==> config.mk <==
export PLATFORM = sky130hd
export DESIGN_NAME = state_gated_periodic_task_timer_unit
export DESIGN_NICKNAME = d
export VERILOG_FILES = /design/src/hw/rtl/sgtt_pkg.sv /design/src/hw/rtl/state_gated_periodic_task_timer_unit.sv /design/src/hw/rtl/sgtt_cell.sv
export SDC_FILE = /design/constraint.sdc
export NUM_CORES = 2
export LEC_CHECK = 0
export ABC_AREA = 1
export ABC_CLOCK_PERIOD_IN_PS = 7900
export BUFFER_PORTS_ARGS = -buffer_cell sky130_fd_sc_hd__buf_2
export CAP_MARGIN = 20
export CORE_MARGIN = 1
export CORE_UTILIZATION = 45
export DETAILED_ROUTE_END_ITERATION = 6
export GPL_ROUTABILITY_DRIVEN = 0
export PLACE_DENSITY_LB_ADDON = 0.2
export SYNTH_ARGS = -nofsm -noshare
export SYNTH_HDL_FRONTEND = slang
export SYNTH_HIERARCHICAL = 1
export SYNTH_SLANG_ARGS = --single-unit
export TNS_END_PERCENT = 30
==> constraint.sdc <==
create_clock -name clk -period 7.9 [get_ports clk]
set_input_delay 0.395 -clock clk [delete_from_list [all_inputs] [get_ports clk]]
set_output_delay 0.395 -clock clk [all_outputs]
set_load 0.01 [all_outputs]
==> src/hw/rtl/sgtt_pkg.sv <==
// Shared types and constants for the state gated periodic task timer.
// Used by sgtt_cell, the top level and the testbench; depends on nothing else.
`timescale 1ns / 1ps

package sgtt_pkg;

	localparam int SLOT_W       = 4;
	localparam int KEY_W        = 16;
	localparam int MODE_IN_W    = 3;
	localparam int ST_W         = 2;
	localparam int RESULT_LIMIT = 16;
	localparam int RES_CNT_W    = 5;

	// Opcodes of the input transaction.
	typedef enum logic [2:0] {
		OP_ADD_MODE = 3'd0,
		OP_SWITCH   = 3'd1,
		OP_QUERY    = 3'd2,
		OP_REGISTER = 3'd3,
		OP_TICK     = 3'd4,
		OP_DRAIN    = 3'd5,
		OP_RSVD6    = 3'd6,
		OP_RSVD7    = 3'd7
	} sgtt_op_t;

	// Result status codes.
	localparam logic [ST_W-1:0] ST_OK    = 2'd0;
	localparam logic [ST_W-1:0] ST_FULL  = 2'd1;
	localparam logic [ST_W-1:0] ST_EMPTY = 2'd2;

	// Kind of sweep the token is running along the chain.
	localparam logic [1:0] SW_NONE   = 2'd0;
	localparam logic [1:0] SW_SEARCH = 2'd1;
	localparam logic [1:0] SW_TICK   = 2'd2;
	localparam logic [1:0] SW_DRAIN  = 2'd3;

	// Strobes broadcast from the sequencer to every cell.
	typedef struct packed {
		logic       step;
		logic       clear;
		logic [1:0] sweep;
		logic       take;
		logic       wr_new;
		logic       set_mask;
		logic       clr_mask;
	} sgtt_ctl_t;

	// Status returned by each cell.
	typedef struct packed {
		logic valid;
		logic act;
		logic pend;
		logic match;
	} sgtt_stat_t;

	// One result transaction.
	typedef struct packed {
		logic [ST_W-1:0]      status;
		logic [SLOT_W-1:0]    slot;
		logic [KEY_W-1:0]     key;
		logic [MODE_IN_W-1:0] prev;
		logic                 changed;
		logic                 match;
		logic                 last;
	} sgtt_res_t;

endpackage

==> src/hw/rtl/state_gated_periodic_task_timer_unit.sv <==
// Top level of the state gated periodic task timer: command sequencer,
// mode state, output register and the chain of sgtt_cell task entries.
// Depends on sgtt_pkg and sgtt_cell.
`timescale 1ns / 1ps

// Channel  Handshake               Payload
// -------  ----------------------  ------------------------------------------
// in       in_valid / in_ready     opcode, mode_index, task_key, period_ticks
// out      out_valid / out_ready   status, slot, slot_key, previous_mode,
//                                  mode_changed, mode_match, last
//
// Add, switch, query, unknown opcodes and a register against a full table
// put their result in the result register, which moves to the output register
// once that is free. Tick and drain walk a token down the cell chain, one task
// entry per cycle unless a drain stalls; a register walks it to the first
// matching entry or past the registered tasks, then writes the entry. A drain
// stalls on a pending task while the hold and output registers are both full.
// Reset clears modes, counts, masks and pending bits at once; no clearing pass.
// A new input transaction is taken as soon as the sequencer is idle, even while
// the last result still sits in the output register.

module state_gated_periodic_task_timer_unit #(
	parameter int MAX_TASKS = 16,
	parameter int MAX_MODES = 8
) (
	input  logic                              clk,
	input  logic                              arst_n,
	input  logic                              in_valid,
	output logic                              in_ready,
	input  logic [2:0]                        opcode,
	input  logic [sgtt_pkg::MODE_IN_W-1:0]    mode_index,
	input  logic [sgtt_pkg::KEY_W-1:0]        task_key,
	input  logic [sgtt_pkg::KEY_W-1:0]        period_ticks,
	output logic                              out_valid,
	input  logic                              out_ready,
	output logic [sgtt_pkg::ST_W-1:0]         status,
	output logic [sgtt_pkg::SLOT_W-1:0]       slot,
	output logic [sgtt_pkg::KEY_W-1:0]        slot_key,
	output logic [sgtt_pkg::MODE_IN_W-1:0]    previous_mode,
	output logic                              mode_changed,
	output logic                              mode_match,
	output logic                              last
);
	import sgtt_pkg::*;

	localparam int CW  = $clog2(MAX_TASKS + 1);
	localparam int TW  = (MAX_TASKS > 1) ? $clog2(MAX_TASKS) : 1;
	localparam int MCW = $clog2(MAX_MODES + 1);
	localparam int MW  = (MAX_MODES > 1) ? $clog2(MAX_MODES) : 1;

	localparam logic [CW-1:0]  TASK_FULL = CW'(MAX_TASKS);
	localparam logic [MCW-1:0] MODE_FULL = MCW'(MAX_MODES);
	localparam logic [RES_CNT_W-1:0] DRAIN_MAX = RES_CNT_W'(RESULT_LIMIT);

	// Sequencer states.
	localparam logic [2:0] S_IDLE   = 3'd0;
	localparam logic [2:0] S_EMIT   = 3'd1;
	localparam logic [2:0] S_REG    = 3'd2;
	localparam logic [2:0] S_REGSET = 3'd3;
	localparam logic [2:0] S_TICK   = 3'd4;
	localparam logic [2:0] S_DRAIN  = 3'd5;

	// Control state.
	logic [2:0]           state_q, state_d;
	logic [CW-1:0]        task_count_q, task_count_d;
	logic [MCW-1:0]       mode_count_q, mode_count_d;
	logic [MW-1:0]        cur_mode_q, cur_mode_d;
	logic                 out_valid_q, out_valid_d;
	logic                 hold_v_q, hold_v_d;
	logic                 found_q, found_d;
	logic [RES_CNT_W-1:0] n_q, n_d;

	// Payload registers.
	logic [KEY_W-1:0]     key_q;
	logic [KEY_W-1:0]     period_q;
	logic [MODE_IN_W-1:0] mode_q;
	logic [TW-1:0]        idx_q, idx_d;
	logic [TW-1:0]        hold_idx_q;
	logic [KEY_W-1:0]     hold_key_q;
	sgtt_res_t            res_q, res_d;
	sgtt_res_t            out_q, out_d;

	logic      accept;
	logic      out_free;
	logic      res_load;
	logic      out_load;
	logic      hold_load;
	logic      inject;
	logic      take_ok;
	logic      stall;
	sgtt_ctl_t ctl;
	logic [MW-1:0] sel_mode;

	// Chain wiring.
	logic [MAX_TASKS:0]   tok;
	sgtt_stat_t           stat [MAX_TASKS];
	logic [KEY_W-1:0]     key_vec [MAX_TASKS];
	logic [MAX_TASKS-1:0] pend_vec;
	logic [MAX_TASKS-1:0] valid_vec;

	logic             any_act;
	logic             pend_bus;
	logic             match_bus;
	logic [KEY_W-1:0] key_bus;
	logic [TW-1:0]    idx_bus;

	assign tok[0] = inject;

	for (genvar g = 0; g < MAX_TASKS; g++) begin : g_cell
		sgtt_cell #(
			.MAX_TASKS(MAX_TASKS),
			.MAX_MODES(MAX_MODES),
			.IDX      (g)
		) u_cell (
			.clk     (clk),
			.arst_n  (arst_n),
			.ctl     (ctl),
			.tok_in  (tok[g]),
			.tok_out (tok[g+1]),
			.cnt     (task_count_q),
			.cur_mode(cur_mode_q),
			.sel_mode(sel_mode),
			.wr_idx  (idx_q),
			.key     (key_q),
			.period  (period_q),
			.stat    (stat[g]),
			.key_out (key_vec[g])
		);
		assign pend_vec[g]  = stat[g].pend;
		assign valid_vec[g] = stat[g].valid;
	end

	// Only the cell holding the token drives the shared result lines, so a
	// plain AND-OR selects its key and index.
	always_comb begin
		any_act   = 1'b0;
		pend_bus  = 1'b0;
		match_bus = 1'b0;
		key_bus   = '0;
		idx_bus   = '0;
		for (int i = 0; i < MAX_TASKS; i++) begin
			any_act   = any_act | stat[i].act;
			pend_bus  = pend_bus | (stat[i].act & stat[i].pend);
			match_bus = match_bus | (stat[i].act & stat[i].match);
			key_bus   = key_bus | ({KEY_W{stat[i].act}} & key_vec[i]);
			idx_bus   = idx_bus | ({TW{stat[i].act}} & TW'(i));
		end
	end

	assign in_ready = state_q == S_IDLE;
	assign accept   = in_valid && in_ready;
	assign out_free = !out_valid_q || out_ready;

	// A pending task found during a drain is parked in the hold register until
	// the next one turns up, so that the final one can carry the last flag.
	assign take_ok = pend_bus && (n_q < DRAIN_MAX);
	assign stall   = take_ok && hold_v_q && !out_free;

	always_comb begin
		state_d      = state_q;
		task_count_d = task_count_q;
		mode_count_d = mode_count_q;
		cur_mode_d   = cur_mode_q;
		hold_v_d     = hold_v_q;
		found_d      = found_q;
		n_d          = n_q;
		idx_d        = idx_q;
		res_load     = 1'b0;
		res_d        = '0;
		res_d.last   = 1'b1;
		out_load     = 1'b0;
		out_d        = res_q;
		hold_load    = 1'b0;
		inject       = 1'b0;
		ctl          = '0;
		sel_mode     = MW'(mode_q);

		unique case (state_q)
			S_IDLE: begin
				if (accept) begin
					unique case (opcode)
						OP_ADD_MODE: begin
							if (mode_count_q >= MODE_FULL) begin
								res_d.status = ST_FULL;
							end else begin
								ctl.clr_mask = 1'b1;
								sel_mode     = MW'(mode_count_q);
								res_d.slot   = SLOT_W'(mode_count_q);
								mode_count_d = mode_count_q + MCW'(1);
							end
							res_load = 1'b1;
							state_d  = S_EMIT;
						end
						OP_SWITCH: begin
							if (32'(mode_index) < 32'(MAX_MODES)) begin
								cur_mode_d = MW'(mode_index);
							end
							res_d.slot    = SLOT_W'(cur_mode_d);
							res_d.prev    = MODE_IN_W'(cur_mode_q);
							res_d.changed = cur_mode_d != cur_mode_q;
							res_load      = 1'b1;
							state_d       = S_EMIT;
						end
						OP_QUERY: begin
							res_d.slot  = SLOT_W'(cur_mode_q);
							res_d.match = 32'(mode_index) == 32'(cur_mode_q);
							res_load    = 1'b1;
							state_d     = S_EMIT;
						end
						OP_REGISTER: begin
							if (task_count_q >= TASK_FULL) begin
								res_d.status = ST_FULL;
								res_load     = 1'b1;
								state_d      = S_EMIT;
							end else begin
								inject   = 1'b1;
								ctl.step = 1'b1;
								state_d  = S_REG;
							end
						end
						OP_TICK: begin
							inject   = 1'b1;
							ctl.step = 1'b1;
							state_d  = S_TICK;
						end
						OP_DRAIN: begin
							inject   = 1'b1;
							ctl.step = 1'b1;
							n_d      = '0;
							hold_v_d = 1'b0;
							state_d  = S_DRAIN;
						end
						default: begin
							res_load = 1'b1;
							state_d  = S_EMIT;
						end
					endcase
				end
			end
			S_EMIT: begin
				if (out_free) begin
					out_load = 1'b1;
					out_d    = res_q;
					state_d  = S_IDLE;
				end
			end
			S_REG: begin
				ctl.sweep = SW_SEARCH;
				if (!any_act) begin
					// No duplicate among the registered entries: a new one.
					ctl.clear = 1'b1;
					found_d   = 1'b0;
					idx_d     = TW'(task_count_q);
					state_d   = S_REGSET;
				end else if (match_bus) begin
					ctl.clear = 1'b1;
					found_d   = 1'b1;
					idx_d     = idx_bus;
					state_d   = S_REGSET;
				end else begin
					ctl.step = 1'b1;
				end
			end
			S_REGSET: begin
				ctl.wr_new   = !found_q;
				ctl.set_mask = 32'(mode_q) < 32'(MAX_MODES);
				if (!found_q) begin
					task_count_d = task_count_q + CW'(1);
				end
				res_d.slot = SLOT_W'(idx_q);
				res_load   = 1'b1;
				state_d    = S_EMIT;
			end
			S_TICK: begin
				ctl.sweep = SW_TICK;
				if (!any_act) begin
					ctl.clear = 1'b1;
					res_load  = 1'b1;
					state_d   = S_EMIT;
				end else begin
					ctl.step = 1'b1;
				end
			end
			S_DRAIN: begin
				ctl.sweep = SW_DRAIN;
				ctl.take  = take_ok;
				if (!any_act) begin
					ctl.clear = 1'b1;
					if (hold_v_q) begin
						res_d.slot = SLOT_W'(hold_idx_q);
						res_d.key  = hold_key_q;
					end else begin
						res_d.status = ST_EMPTY;
					end
					hold_v_d = 1'b0;
					res_load = 1'b1;
					state_d  = S_EMIT;
				end else if (!stall) begin
					ctl.step = 1'b1;
					if (take_ok) begin
						if (hold_v_q) begin
							out_load   = 1'b1;
							out_d      = '0;
							out_d.slot = SLOT_W'(hold_idx_q);
							out_d.key  = hold_key_q;
						end
						hold_load = 1'b1;
						hold_v_d  = 1'b1;
						n_d       = n_q + RES_CNT_W'(1);
					end
				end
			end
			default: begin
				state_d = S_IDLE;
			end
		endcase
	end

	assign out_valid_d = out_load ? 1'b1 : (out_ready ? 1'b0 : out_valid_q);

	always_ff @(posedge clk or negedge arst_n) begin
		if (!arst_n) begin
			state_q      <= S_IDLE;
			task_count_q <= '0;
			mode_count_q <= '0;
			cur_mode_q   <= '0;
			out_valid_q  <= 1'b0;
			hold_v_q     <= 1'b0;
			found_q      <= 1'b0;
			n_q          <= '0;
		end else begin
			state_q      <= state_d;
			task_count_q <= task_count_d;
			mode_count_q <= mode_count_d;
			cur_mode_q   <= cur_mode_d;
			out_valid_q  <= out_valid_d;
			hold_v_q     <= hold_v_d;
			found_q      <= found_d;
			n_q          <= n_d;
		end
	end

	always_ff @(posedge clk) begin
		if (accept) begin
			key_q    <= task_key;
			period_q <= period_ticks;
			mode_q   <= mode_index;
		end
		idx_q <= idx_d;
		if (res_load) begin
			res_q <= res_d;
		end
		if (out_load) begin
			out_q <= out_d;
		end
		if (hold_load) begin
			hold_idx_q <= idx_bus;
			hold_key_q <= key_bus;
		end
	end

	assign out_valid     = out_valid_q;
	assign status        = out_q.status;
	assign slot          = out_q.slot;
	assign slot_key      = out_q.key;
	assign previous_mode = out_q.prev;
	assign mode_changed  = out_q.changed;
	assign mode_match    = out_q.match;
	assign last          = out_q.last;

	// The chain never carries more than one token.
	a_one_token: assert property (@(posedge clk) disable iff (!arst_n)
		$onehot0(tok[MAX_TASKS:1]))
		else $error("more than one token in the cell chain");

	// Every sweep clears its token before the sequencer goes idle.
	a_idle_no_token: assert property (@(posedge clk) disable iff (!arst_n)
		(state_q == S_IDLE) |-> (tok[MAX_TASKS:1] == '0))
		else $error("token left in the chain while idle");

	// Only registered entries can ever be pending.
	a_pend_valid: assert property (@(posedge clk) disable iff (!arst_n)
		((pend_vec & ~valid_vec) == '0))
		else $error("pending bit set on an unregistered entry");

	// The drain hold register is used only inside a drain.
	a_hold_drain: assert property (@(posedge clk) disable iff (!arst_n)
		hold_v_q |-> (state_q == S_DRAIN))
		else $error("drain hold register valid outside a drain");

	// Counts never pass the table sizes.
	a_counts: assert property (@(posedge clk) disable iff (!arst_n)
		(task_count_q <= TASK_FULL) && (mode_count_q <= MODE_FULL))
		else $error("task or mode count beyond table size");

endmodule

==> src/hw/rtl/sgtt_cell.sv <==
// One task entry of the timer chain: key, period, countdown, pending bit and
// its column of mode mask bits. Depends on sgtt_pkg.
`timescale 1ns / 1ps

module sgtt_cell #(
	parameter int MAX_TASKS = 16,
	parameter int MAX_MODES = 8,
	parameter int IDX       = 0
) (
	input  logic                                      clk,
	input  logic                                      arst_n,
	input  sgtt_pkg::sgtt_ctl_t                       ctl,
	input  logic                                      tok_in,
	output logic                                      tok_out,
	input  logic [$clog2(MAX_TASKS+1)-1:0]            cnt,
	input  logic [(MAX_MODES>1 ? $clog2(MAX_MODES) : 1)-1:0] cur_mode,
	input  logic [(MAX_MODES>1 ? $clog2(MAX_MODES) : 1)-1:0] sel_mode,
	input  logic [(MAX_TASKS>1 ? $clog2(MAX_TASKS) : 1)-1:0] wr_idx,
	input  logic [sgtt_pkg::KEY_W-1:0]                key,
	input  logic [sgtt_pkg::KEY_W-1:0]                period,
	output sgtt_pkg::sgtt_stat_t                      stat,
	output logic [sgtt_pkg::KEY_W-1:0]                key_out
);
	import sgtt_pkg::*;

	localparam int CW = $clog2(MAX_TASKS + 1);
	localparam int TW = (MAX_TASKS > 1) ? $clog2(MAX_TASKS) : 1;

	logic                 tok_q;
	logic                 pend_q;
	logic [MAX_MODES-1:0] mask_q;
	logic [KEY_W-1:0]     key_q;
	logic [KEY_W-1:0]     reload_q;
	logic [KEY_W-1:0]     cnt_q;

	logic             valid;
	logic             act;
	logic             sel;
	logic             tick_go;
	logic             tick_hit;
	logic             drain_go;
	logic [KEY_W-1:0] dec;

	assign valid    = CW'(IDX) < cnt;
	assign act      = tok_q && valid;
	assign sel      = wr_idx == TW'(IDX);
	assign dec      = (cnt_q != '0) ? cnt_q - KEY_W'(1) : '0;
	assign tick_go  = ctl.step && act && (ctl.sweep == SW_TICK);
	assign tick_hit = mask_q[cur_mode] && (dec == '0);
	assign drain_go = ctl.step && act && (ctl.sweep == SW_DRAIN) && ctl.take && pend_q;

	always_ff @(posedge clk or negedge arst_n) begin
		if (!arst_n) begin
			tok_q  <= 1'b0;
			pend_q <= 1'b0;
			mask_q <= '0;
		end else begin
			if (ctl.clear) begin
				tok_q <= 1'b0;
			end else if (ctl.step) begin
				tok_q <= tok_in;
			end
			if (tick_go && tick_hit) begin
				pend_q <= 1'b1;
			end else if (drain_go) begin
				pend_q <= 1'b0;
			end
			if (ctl.clr_mask) begin
				mask_q[sel_mode] <= 1'b0;
			end else if (ctl.set_mask && sel) begin
				mask_q[sel_mode] <= 1'b1;
			end
		end
	end

	always_ff @(posedge clk) begin
		if (ctl.wr_new && sel) begin
			key_q    <= key;
			reload_q <= period;
			cnt_q    <= period;
		end else if (tick_go) begin
			cnt_q <= tick_hit ? reload_q : dec;
		end
	end

	assign tok_out    = tok_q;
	assign key_out    = key_q;
	assign stat.valid = valid;
	assign stat.act   = act;
	assign stat.pend  = pend_q;
	assign stat.match = (key_q == key) && (reload_q == period);

endmodule

==> results.ini <==
[timing]
fin_tns_setup_ns = 0
final_hold_viol_count = 0
fin_crit_sh = 0.6766
max_freq_ghz = 0.1871
fin_skew_ns = 0.04575
setup_violations = 0
min_period_ns = 5.345
slew_violations = 0
max_slew.worst_pin.slew_ns = 1.138
maxSlewHeadroom = 0.2414
rsz0062_at_grt = false

[cts]
clock_tree.root_cell = clkbuf_16
clk_path_buf_depth = 3
post_cts_buffers = 0
cts_tree = done
htree_levels = 3
cts_sinks = 1065
clk-insertion-delay-late_ns = 0.76
clk_pin_slew_worst_paths_ns = 0.06
cts_buffers = 115

[placement]
hpwlAfterDp_mm = 138.8
port_buffers = 71

[power]
power_switching_mw = 5.429
p_int_mw = 11.13
p_clk_frac = 0.338
power_density_nw_per_um2 = 235.7
p_seq_frac = 0.438
vdd_drop_max_mv = 0.2123
combPwrFrac = 0.224
switching_share = 0.3279
p_leak_nw = 29.64

[routing]
ant_nets = 0
drc_errors = 0
viasPerCell = 5.528
drt_iter0_drc = 5895
wl_per_cell_microns = 20.68
vias = 53120
wl_mm = 198.7
drtPass1Iterations = 6

[logic_synthesis]
syn_nets = 7553
synth_area_sq_um = 63750
syn_avg_cell_area_sq_um = 8.512
synth_warnings = 6
syn-instance-count = 7490

[setup_path]
worst_ep_required_time_ns = 8.19
crit_path_start_kind = flip-flop
end_kind = flip-flop
critPathKind = reg -> reg
arrival_ns = 5.64
crit_path_max_fanout = 20

[global_route]
grt_max_degree = 83
antenna_found_initial = 7
grt_pass1_wl_mm = 301.8
grt-ovfl-total = 0
grt_usage = 0.2750
grt_pass1_vias = 49590

[floorplanning]
row_count = 137
io_pins = 72
core-area_sq_um = 140000
die_h_microns = 378.4
fp.dieW_microns = 378.4
start_util = 0.4552
dieArea_sq_um = 143200

[cells_and_area]
syn_to_final_growth_pct = 10.19
nNetsFinal = 7693
drive_above_1_share = 0.1168
post-route-util = 0.5016

[outcome]
status = finished clean

[hold_path]
holdCritPathClass = in -> reg

[job]
cap_violations = 0

## path summary, 6_finish.rpt
| kind | start | to | slack (ns) | depth (start not counted) |
|---|---|---|---|---|
| worst max-delay path | period_q[3]$_DFFE_PP_ | g_cell[7].u_cell/cnt_q[10]$_DFFE_PP_ | 2.56 | 16 |
| worst min-delay path | in_valid | state_q[1]$_DFFE_PN0P_ | 0.16 | 5 |
| worst max register to register | period_q[3]$_DFFE_PP_ | g_cell[7].u_cell/cnt_q[10]$_DFFE_PP_ | 2.56 | 16 |
| worst min register to register | mode_count_q[3]$_DFFE_PN0P_ | mode_count_q[3]$_DFFE_PN0P_ | 0.50 | 1 |
| max in group asynchronous | arst_n | asynchronous set/reset pin | 6.18 | 3 |
| min in group asynchronous | arst_n | g_cell[6].u_cell/pend_q$_DFFE_PN0P_ | 0.22 | 2 |
## power by group through the flow
stage	Sequential [mW]	Combinational (mW)	Clock, mW
global placement	7.33	3.55	0
global route	7.31	4.01	5.88
detailed placement	7.35	3.63	0
finish	7.25	3.70	5.60
floorplan	7.55	1.89	0
CTS	7.24	3.65	5.68
## per-stage QoR
step,worst slack [ns],total power [mW],std cells,hold WS [ns],area (sq um)
finish,2.555,16.56,9610,0.1569,70250
CTS,2.635,16.58,9606,0.1033,70190
detailed placement,2.616,10.97,9350,0.4406,65940
global route,2.360,17.21,9608,0.1647,70240
floorplan,2.271,9.433,7490,0.09941,63750
global placement,2.719,10.89,9349,0.4402,65930
## per-layer routing
layer	track usage	share of wire
met5	0	0.000065
met4	0.08342	0.030
met3	0.03901	0.082
met2	0.4355	0.45
met1	0.3889	0.43
## critical path: stages (launching register included)
cell and delay, ns:
edfxtp_1 0.91, buf_4 0.42, xnor2_1 0.16, nand4_1 0.15, nor4_1 0.42, nand2_1 0.10
nor4b_1 0.55, nand2_1 0.15, nand4_1 0.13, nor3_1 0.16, a21oi_1 0.16, nand2_1 0.07
nand2_1 0.07, nand2_2 0.44, and3_1 0.41, nand2_1 0.10, nand2_1 0.43
## cell type report
class | instances | area, sq um
clock buffers | 153 | 3152
clock inverters | 66 | 721.9
repair buffers | 220 | 1682
fillers | 13170 | 69800
inverters | 879 | 3301
diodes | 2 | 5.005
well taps | 1876 | 2347
multi-input cells | 5349 | 27970
flip-flops and latches | 1065 | 31070
## cells in the final DEF (no fill, tap or decap), types with 11 or more instances in the layout
| master | n |
|---|---|
| a221oi_1 | 27 |
| nand2_1 | 1939 |
| o21bai_1 | 48 |
| edfxtp_1 | 882 |
| a21oi_1 | 155 |
| clkinv_1 | 33 |
| nor2_2 | 139 |
| a211oi_1 | 19 |
| ha_1 | 21 |
| clkbuf_8 | 12 |
| clkbuf_1 | 26 |
| nor2_4 | 42 |
| o21ai_1 | 51 |
| dfrtp_1 | 181 |
| a31oi_1 | 148 |
| bufinv_16 | 13 |
| o21ai_2 | 20 |
| nand3b_1 | 15 |
| nor2_1 | 699 |
| xor2_1 | 265 |
| clkbuf_16 | 116 |
| dlygate4sd3_1 | 37 |
| inv_2 | 12 |
| nand4_1 | 118 |
| buf_2 | 70 |
| inv_1 | 851 |
| a31o_2 | 12 |
| nand3_2 | 110 |
| clkinv_2 | 24 |
| o21ai_0 | 47 |
| nand3_1 | 892 |
| a21oi_2 | 46 |
| buf_4 | 104 |
| xnor2_1 | 190 |
| or4_1 | 11 |
| nor3_1 | 29 |
| nand2_2 | 100 |
| nor4_1 | 55 |
| a21o_1 | 21 |
| or2_2 | 39 |
## what timing repair did
| item | in CTS | in global routing |
|---|---|---|
| hold buffers | 37 | 0 |
| endpoints found under the hold margin | 89 | 0 |
| resized for setup | 0 | 0 |
Note: power is estimated with default switching activity, not from simulation.
